`config.mk`:
```
export PLATFORM = sky130hd
export DESIGN_NAME = gasp_cfg
export DESIGN_NICKNAME = d
export VERILOG_FILES = /design/src/rtl/gasp_pkg.sv /design/src/rtl/gasp_cfg.sv
export SDC_FILE = /design/constraint.sdc
export NUM_CORES = 1
export LEC_CHECK = 0
export BUFFER_PORTS_ARGS = -buffer_cell sky130_fd_sc_hd__buf_2
export CAP_MARGIN = 30
export CORE_MARGIN = 2
export CORE_UTILIZATION = 36
export CTS_BUF_LIST = sky130_fd_sc_hd__clkbuf_2
export DETAILED_ROUTE_END_ITERATION = 10
export HOLD_SLACK_MARGIN = 0.05
export PLACE_DENSITY = 0.87
export SYNTH_ARGS = -nofsm -noshare
export SYNTH_HDL_FRONTEND = slang
export SYNTH_SLANG_ARGS = --single-unit
export TNS_END_PERCENT = 30
```
`constraint.sdc`:
```
create_clock -name clk_i -period 1.3 [get_ports clk_i]
set_input_delay 0.065 -clock clk_i [delete_from_list [all_inputs] [get_ports clk_i]]
set_output_delay 0.065 -clock clk_i [all_outputs]
set_load 0.01 [all_outputs]
```
`src/rtl/gasp_pkg.sv`:
```
// Shared types, constants and helpers for the grid shortest-path search block.
package gasp_pkg;

  localparam int GRID_SIDE  = 16;
  localparam int MAX_GOALS  = 4;
  localparam int HEAP_DEPTH = 1024;

  localparam int CELLS    = GRID_SIDE * GRID_SIDE;
  localparam int AW       = $clog2(CELLS);
  localparam int HW       = $clog2(HEAP_DEPTH);
  localparam int GCW      = $clog2(MAX_GOALS + 1);
  localparam int GIW      = (MAX_GOALS > 1) ? $clog2(MAX_GOALS) : 1;
  localparam int CRD_W    = 5;
  localparam int COST_W   = 9;
  localparam int PATH_DEPTH = 2 * CELLS;

  localparam logic [COST_W-1:0] UNREACHED = '1;
  localparam logic [COST_W-1:0] F_DEAD    = '1;
  localparam logic [4:0]        SIZE_RST  = 5'd16;

  localparam logic [1:0] DIR_N = 2'd0;
  localparam logic [1:0] DIR_E = 2'd1;
  localparam logic [1:0] DIR_S = 2'd2;
  localparam logic [1:0] DIR_W = 2'd3;

  typedef logic [CRD_W-1:0]  crd_t;
  typedef logic [COST_W-1:0] cost_t;

  typedef enum logic [2:0] {
    KIND_WRITE  = 3'd0,
    KIND_GOAL   = 3'd1,
    KIND_CLEAR  = 3'd2,
    KIND_SEARCH = 3'd3,
    KIND_READ   = 3'd4
  } kind_e;

  typedef enum logic [1:0] {
    STAT_ACK     = 2'd0,
    STAT_FOUND   = 2'd1,
    STAT_AT_GOAL = 2'd2,
    STAT_NO_PATH = 2'd3
  } status_e;

  typedef enum logic [4:0] {
    S_MCLR, S_IDLE, S_RDSTEP, S_RESP, S_CHK, S_SRD, S_GOAL, S_GCHK,
    S_CLR, S_INIT, S_POP, S_SCAN, S_TAKE, S_CLCHK, S_CMP, S_NB,
    S_NBCHK, S_TRRD, S_TRWR, S_TDONE, S_NEXT
  } state_e;

  typedef struct packed {
    logic [2:0] kind;
    logic [3:0] cell_x;
    logic [3:0] cell_y;
    logic [3:0] open_sides;
    logic       explored;
    logic [7:0] step_index;
  } req_t;

  typedef struct packed {
    status_e    status;
    logic [7:0] path_length;
    logic [3:0] step_x;
    logic [3:0] step_y;
  } resp_t;

  typedef struct packed {
    logic [4:0] grid_width;
    logic [4:0] grid_height;
  } cfg_t;

  typedef struct packed {
    logic [3:0] sides;
    logic       expl;
  } map_t;

  typedef struct packed {
    cost_t      cost;
    logic [1:0] came;
    logic       closed;
  } scr_t;

  typedef struct packed {
    crd_t  x;
    crd_t  y;
    cost_t g;
    cost_t f;
  } open_t;

  typedef struct packed {
    crd_t x;
    crd_t y;
  } path_t;

  function automatic logic [AW-1:0] cell_addr(crd_t x, crd_t y);
    logic [31:0] a;
    a = 32'(y) * GRID_SIDE + 32'(x);
    return a[AW-1:0];
  endfunction

  function automatic logic [4:0] clamp_size(logic [4:0] v);
    logic [4:0] r;
    r = v;
    if (v == 5'd0) r = 5'd1;
    else if (32'(v) > GRID_SIDE) r = 5'(GRID_SIDE);
    return r;
  endfunction

  function automatic cost_t manhattan(crd_t ax, crd_t ay, crd_t bx, crd_t by);
    crd_t dx;
    crd_t dy;
    dx = (ax > bx) ? ax - bx : bx - ax;
    dy = (ay > by) ? ay - by : by - ay;
    return COST_W'(dx) + COST_W'(dy);
  endfunction

endpackage

```
`src/rtl/gasp_cfg.sv`:
```
// APB register file holding the grid width and height in use.
module gasp_cfg import gasp_pkg::*; (
  input  logic        clk_i,
  input  logic        rst_ni,
  input  logic        psel,
  input  logic        penable,
  input  logic        pwrite,
  input  logic [2:0]  paddr,
  input  logic [31:0] pwdata,
  output logic [31:0] prdata,
  output logic        pready,
  output cfg_t        cfg_o
);

  cfg_t cfg_q, cfg_d;
  logic wr_en;

  assign wr_en  = psel & penable & pwrite;
  assign pready = 1'b1;

  // Decode the write
  always_comb begin
    cfg_d = cfg_q;
    if (wr_en) begin
      if (paddr[2]) cfg_d.grid_height = pwdata[4:0];
      else cfg_d.grid_width = pwdata[4:0];
    end
  end

  always_ff @(posedge clk_i or negedge rst_ni) begin
    if (!rst_ni) begin
      cfg_q <= '{grid_width: SIZE_RST, grid_height: SIZE_RST};
    end else begin
      cfg_q <= cfg_d;
    end
  end

  assign prdata = paddr[2] ? {27'd0, cfg_q.grid_height} : {27'd0, cfg_q.grid_width};
  assign cfg_o  = cfg_q;

endmodule

```
==> results of run 1 <==
## power by group
group	internal [uW]	leakage (uW)	switching [uW]	total [uW]
Clock	81.7	0.0000166	109	191
Combinational	175	0.000300	181	355
Sequential	390	0.000117	44.5	434
Total	646	0.000433	335	981
## area by class of cell
cell class / instances / area, sq um / area share [%]
Clock buffer: 4 / 20.0 / 2.54
Multi-Input combinational cell: 45 / 310 / 39.3
Sequential cell: 10 / 253 / 32.0
Tap cell: 25 / 31.3 / 3.96
Timing Repair Buffer: 30 / 175 / 22.2
## per-stage QoR
stage                     cell area (sq um)  hold WS, ps  instances  util (%)
after detailed placement                719        -57.0        105      40.8
after CTS                               779         56.1        113      44.2
after global routing                    790         52.0        114      44.8
final                                   790         71.1        114      44.8
after floorplan                         785         -231         84         -
after global placement                  719        -68.3        105      40.8
## final timing paths
| path | from | end | slack [ps] |
|---|---|---|---|
| hold / removal | pwdata[0] | cfg_o[0] | 70 |
| hold reg to reg | cfg_o[8] | cfg_o[8] | 530 |
| setup / recovery | cfg_o[7] | prdata[2] | 180 |
| max in group asynchronous | rst_ni | cfg_o[4] | 840 |
| setup reg to reg | cfg_o[0] | cfg_o[0] | 520 |
| min in group asynchronous | rst_ni | cfg_o[6] | 200 |
## cell families after synthesis
family,synth area share [%]
buffers and inverters,32.2
other,1.09
AND/OR/NAND/NOR,5.28
flip-flops,36.8
multiplexers,24.6
## synth_stat cells
cell type	n	share of area [%]
buf_4	28	31
dfrtp_1	8	29
nand4b_4	1	3.5
dfstp_2	2	7.7
mux2_2	15	25
conb_1	2	1.1
nand4_2	1	1.8
buf_6	1	1.6
## per-layer routing
metal,share of wire (%),GRT usage (%)
met1,39,11.3
met2,54,18.7
met3,7.8,2.26
met4,0,6.49
met5,0,0
## repair_timing
item,4_1_cts,5_1_grt
hold buffers,4,1
resized for setup,0,0
hold endpoints to repair,14,1
==> results.md, run 1 <==
* Crit-path slowest cell: dfrtp_1
* Clock slew at reported path FFs at 110 ps
* Clock buffer depth at 2
* DR vias at 434
* Mapped Area at 687 sq um
* Critical Path AT at 1050 ps
* TritonRoute pass-1 iters at 1
* Routed Antenna Nets at 0
* Die width at 47.7 um
* CTS Buf Count at 3
* CP bufs+invs at 1
* Cells after synthesis at 58
* Worst slack, placed at 350 ps
* Clock skew at 0 ps
* DR iter-0 viols at 0
* Global-route wire length before repair at roughly 1600 um
* Final hold vios at 0
* Core Box Area at 1760 sq um
* Final max-slew violation count at 0
* Status: finished clean
* GPL Wtd Cong at 0.647
* Fin nets at 130
* Ant. Diodes at 0
* Layout cells sized above 1 at 53.9%
* Mean Syn Cell Area at 11.8 sq um
* FP Rows at 15
* Hold crit path type: in2reg
* DP HPWL at between 900 and 1000 um
* Worst setup path category: reg2out
* Initial core utilization at 38.9%
* H-tree level count at 1
* Critical path depth at 2
* Final setup margin at 181 ps
* Residual DRC at 0
* CTS tree: done
* Commonest non-fill, non-tap cells in the layout: conb_1 (28), buf_2 (25), mux2_2 (15), dfrtp_1 (8), dlygate4sd3_1 (5)
* Pwr/cell area at 1240 nW/um^2
* Crit-path max FO at 3
* Vert. Die Dim at 47.7 um
* Overall routing resource usage at between 10% and 20%
* Cells along the critical path: mux2_2 -> buf_2
* Leakage at 0.000433 uW
* WL/cell at 10.6 um
* # Max-Cap Violations at 0
* Worst r2r path cells at 1
* CP Launch Type: flop
* Port Buffers at 25
* Clock latency on the worst-skew pair at 240 ps
* Post CTS Setup Buffer Count at 0
* Worst EP required at 1240 ps
* Vias in the first global route at 376
* IO Pins at 83
* Fillers at between 150 and 200
* Seq/Total Area, Yosys at 36.8%
* Crit share post-route at 86.1%
* Number of setup violations in the final report at 0
* Synth warn at 0
* Routed WL at 1210 um
* FMAX at 893 MHz
* Synth cell types at 8
* VDD IR max at 0.628 mV
* Clock tree sinks at 10
* Largest net degree at the start of global routing at 11
* Root Buffer: clkbuf_2
* Area Growth Syn to Fin at 14.9%
* Max reg flops at 10
* Die Footprint at 2270 sq um
* Commonest non-fill, non-tap cell in the layout: conb_1
* Endpoint class of the critical path: output port
* Slowest stage delay, CP at approximately 410 ps
* Grt total ovfl at 0
* Via density at 3.81
* Hold Crit Depth at 2
* Top cell family by delay on the critical path: flip-flops
* Tmin final at around 1100 ps
* Design Power at between 900 and 1000 uW
* Yosys reg bits at 10
* Unrepaired setup endpoints after global routing: no
* Fin Setup TNS at 0 ps
* Antenna violations before repair at 0
Power figures use the tool's default switching activity.
==> inputs of run 2 (changes only) <==
--- a/config.mk
+++ b/config.mk
@@ -7,12 +7,14 @@
 export LEC_CHECK = 0
 export BUFFER_PORTS_ARGS = -buffer_cell sky130_fd_sc_hd__buf_2
 export CAP_MARGIN = 30
+export CELL_PAD_IN_SITES_DETAIL_PLACEMENT = 0
+export CELL_PAD_IN_SITES_GLOBAL_PLACEMENT = 1
 export CORE_MARGIN = 2
-export CORE_UTILIZATION = 36
+export CORE_UTILIZATION = 24
 export CTS_BUF_LIST = sky130_fd_sc_hd__clkbuf_2
 export DETAILED_ROUTE_END_ITERATION = 10
 export HOLD_SLACK_MARGIN = 0.05
-export PLACE_DENSITY = 0.87
+export PLACE_DENSITY_LB_ADDON = 0.1
 export SYNTH_ARGS = -nofsm -noshare
 export SYNTH_HDL_FRONTEND = slang
 export SYNTH_SLANG_ARGS = --single-unit
==> results.md, run 2 (synthesized netlist as in run 1, its figures left out) <==
* Status: finished clean
* Initial core utilization at 25.1%
* Pwr/cell area at 1220 nW/um^2
* CTS tree: done
* Endpoint class of the critical path: output port
* DR vias at 429
* Routed Antenna Nets at 0
* Worst setup path category: reg2out
* Number of setup violations in the final report at 0
* Fin Setup TNS at 0 ps
* Residual DRC at 0
* Slowest stage delay, CP at 550 ps
* Post-route insts no fill at 119
* Final Core Density at 28.7%
* Resized cells post-CTS at 0
* DR iter-0 viols at 15
* Grt total ovfl at 0
* Commonest non-fill, non-tap cells in the layout: conb_1 (28), buf_2 (25), mux2_2 (15), dfrtp_1 (8), dlygate4sd3_1 (4)
* Vert. Die Dim at about 58 um
* TritonRoute pass-1 iters at 2
* FP Rows at 19
* Clock buffer depth at 2
* Global-route wire length before repair at 1750 um
* Unrepaired setup endpoints after global routing: no
* Die Footprint at ~3300 sq um
* H-tree level count at 1
* Clock tree sinks at 10
* IO Pins at between 80 and 90
* Vias in the first global route at 386
* Via density at 3.61
* Area Growth Syn to Fin at 14.4%
* DP Cell Count at between 100 and 150
* Final hold vios at 0
* Final max-slew violation count at 0
* Die width at 57.5 um
* Area occupied by multi-input gates at slightly above 300 sq um
* Leakage at roughly 0.00043 uW
* DP HPWL at 944 um
* Max reg flops at 10
* Top cell family by delay on the critical path: flip-flops
* Fillers at roughly 290
* CP bufs+invs at 1
* Clock latency on the worst-skew pair at 240 ps
* Tmin final at around 1100 ps
* CTS hold repair buffers at 2
* Ant. Diodes at 0
* VDD IR max at 0.515 mV
* Root Buffer: clkbuf_2
* Largest net degree at the start of global routing at 11
* CTS Buf Count at 3
* Cells along the critical path: mux2_2 -> buf_2
* Worst EP required at ~1200 ps
* WL/cell at 10.1 um
* Clock slew at reported path FFs at 100 ps
* Port Buffers at 25
* CP Launch Type: flop
* Crit-path slowest cell: dfstp_2
* Overall routing resource usage at 7.12%
* FMAX at approximately 900 MHz
* Routed WL at 1200 um
* Layout cells sized above 1 at 53.4%
* GPL Wtd Cong at approximately 0.6
* Clock skew at 0 ps
* Core Box Area at 2730 sq um
* Commonest non-fill, non-tap cell in the layout: conb_1
* Crit-path max FO at 3
* Critical Path AT at 1050 ps
* Antenna violations before repair at 0
* FF+latch area at around 250 sq um
* Fin nets at 129
* Crit share post-route at 85.6%
* # Max-Cap Violations at 0
* Hold crit path type: in2reg
* Post CTS Setup Buffer Count at 0
==> run 2: changes by cell type in the layout (fill, tap and decap cells not counted), sizes merged <==
cell	delta
clkbuf	-1
clkinv	+1
dlygate4sd3	-1
==> run 2: metal layers <==
layer  up-vias  track usage, %  share of wire (%)
li1        195               -                  -
met1       205            8.40                 41
met2        29            11.4                 49
met3         0            2.95                 10
met4         0            2.99                  0
met5         -               0                  0
==> run 2: layout make-up <==
class                      count  area share [%]
timing repair buffer          29            21.0
multi-input combinational     45            39.5
sequential                    10            32.2
clock buffer                   3            1.91
tap                           31            4.94
clock inverter                 1           0.478
==> run 2: report_power, final <==
group	leakage [uW]	total [uW]	switching, uW	internal (uW)
clock network	0.0000140	174	107	66.9
registers	0.000117	433	43.3	390
logic	0.000295	348	176	172
total	0.000426	955	326	629
==> run 2: final timing paths <==
check / startpoint / end / slack (ps) / cells after the start
worst max-delay path: cfg_o[9] / prdata[4] / 190 / 2
worst min-delay path: pwdata[1] / cfg_o[6] / 70 / 2
worst max register to register: cfg_o[2] / cfg_o[2] / 530 / 1
worst min register to register: cfg_o[7] / cfg_o[7] / 540 / 1
max in group asynchronous: rst_ni / cfg_o[4] / 840 / 2
min in group asynchronous: rst_ni / cfg_o[7] / 200 / 2
==> run 2: metrics by stage <==
stage	power (uW)	hold WS, ps	setup slack [ps]	area [sq um]
3_3_place_gp	784	-56.5	340	727
6_report	955	67.1	187	786
4_1_cts	971	50.2	158	766
3_5_place_dp	788	-55.3	337	727
5_1_grt	1020	58.0	117	786
2_1_floorplan	702	-231	519	785
==> inputs of run 3 (changes only) <==
--- a/config.mk
+++ b/config.mk
@@ -10,9 +10,10 @@
 export CELL_PAD_IN_SITES_DETAIL_PLACEMENT = 0
 export CELL_PAD_IN_SITES_GLOBAL_PLACEMENT = 1
 export CORE_MARGIN = 2
-export CORE_UTILIZATION = 24
-export CTS_BUF_LIST = sky130_fd_sc_hd__clkbuf_2
+export CORE_UTILIZATION = 23
 export DETAILED_ROUTE_END_ITERATION = 10
+export GPL_ROUTABILITY_DRIVEN = 0
+export GPL_TIMING_DRIVEN = 0
 export HOLD_SLACK_MARGIN = 0.05
 export PLACE_DENSITY_LB_ADDON = 0.1
 export SYNTH_ARGS = -nofsm -noshare
==> results.md, run 3 (synthesized netlist as in run 1, its figures left out) <==
* Number of setup violations in the final report at 0
* TritonRoute pass-1 iters at 7
* Area occupied by multi-input gates at 310 sq um
* Worst slack, placed at 428 ps
* Residual DRC at 5
* CTS Buf Count at 3
* Area Growth Syn to Fin at 49.9%
* Worst setup path category: reg2out
* Grt total ovfl at 0
* # Max-Cap Violations at 0
* DP Cell Count at between 100 and 150
* Clock tree sinks at 10
* Global-route wire length before repair at 1920 um
* Final max-slew violation count at 0
* Layout cells sized above 1 at 65.0%
* Port Buffers at 24
* Routed WL at around 1300 um
* VDD IR max at 0.230 mV
* Overall routing resource usage at 7.86%
* FF+latch area at 253 sq um
* Via density at 3.38
* Hold Slack at 63.2 ps
* Routed Antenna Nets at 0
* Final setup margin at 181 ps
* Tmin final at 1120 ps
* Critical Path AT at 1050 ps
* Failing checks: DRC
* CTS tree: done
* Core Box Area at approximately 2800 sq um
* Vias in the first global route at 439
* Hold crit path type: in2reg
* Commonest non-fill, non-tap cells in the layout: buf_4 (28), conb_1 (28), buf_2 (24), mux2_2 (15), dfrtp_1 (8)
* Leakage at 0.000591 uW
* Clock buffer depth at 2
* Root Buffer: clkbuf_4
* Clock slew at reported path FFs at approximately 70 ps
* DR iter-0 viols at 22
* H-tree level count at 1
* DR vias at 500
* Antenna violations before repair at 0
* Clock skew at 0 ps
* Crit-path max FO at 3
* FMAX at about 890 MHz
* Fillers at 294
* Vert. Die Dim at 58.7 um
* CP Launch Type: flop
* Final Core Density at 36.7%
* Worst EP required at between 1000 and 1500 ps
* Pwr/cell area at 1100 nW/um^2
* Unrepaired setup endpoints after global routing: no
* Initial core utilization at around a quarter
* Post CTS Setup Buffer Count at 0
* Max reg flops at 10
* Die Footprint at 3440 sq um
* Status: complete, but fails checks
* Fin nets at ~160
* WL/cell at 9.00 um
* IO Pins at between 80 and 90
* Ant. Diodes at 0
* Endpoint class of the critical path: output port
* FP Rows at 19
* Crit share post-route at 86.1%
* Post-route insts no fill at 148
* Clock latency on the worst-skew pair at approximately 260 ps
* Largest net degree at the start of global routing at 11
* Final hold vios at 0
* Die width at around 60 um
* Fin Setup TNS at 0 ps
## run 3: layout make-up
type | instances | area share, %
Clock buffer | 4 | 3.52
Multi-Input combinational cell | 45 | 30.1
Tap cell | 31 | 3.77
Timing Repair Buffer | 29 | 16.5
Sequential cell | 10 | 24.5
Buffer | 29 | 21.5
## run 3: final timing paths
kind                                 from         to  slack [ps]  cells after the start
worst max-delay path             cfg_o[4]  prdata[4]         180                      2
worst min-delay path            pwdata[1]   cfg_o[6]          60                      2
worst max register to register   cfg_o[0]   cfg_o[0]         530                      1
worst min register to register   cfg_o[1]   cfg_o[1]         530                      1
max in group asynchronous          rst_ni   cfg_o[4]         840                      2
min in group asynchronous          rst_ni   cfg_o[5]         210                      2
## run 3: what timing repair did
item | CTS | global route
endpoints found under the hold margin | 14 | 2
gates resized for setup | 0 | 0
hold buffers | 4 | 1
## run 3: per-layer routing
layer | global-route usage, % | part of all wire (%) | vias up
met2 | 12.0 | 43 | 35
met1 | 9.34 | 42 | 208
met3 | 1.54 | 13 | 2
met4 | 6.82 | 2.0 | 0
li1 | - | - | 255
met5 | 0 | 0 | -
## run 3: through the flow
stage / power [uW] / instance area [sq um]
after floorplan: 702 / 785
after global placement: 846 / 943
after detailed placement: 850 / 943
after CTS: 1140 / 1020
after global routing: 1210 / 1030
final: 1130 / 1030
## run 3: critical path, stage by stage (launching register included)
cell and delay (ps):
dfstp_2 540, mux2_2 140, buf_2 120
## run 3: where the power goes
group | internal [uW] | total [uW] | switching, uW
sequential | 390 | 437 | 46.2
combinational | 230 | 418 | 188
clock | 170 | 273 | 103
total | 791 | 1130 | 337
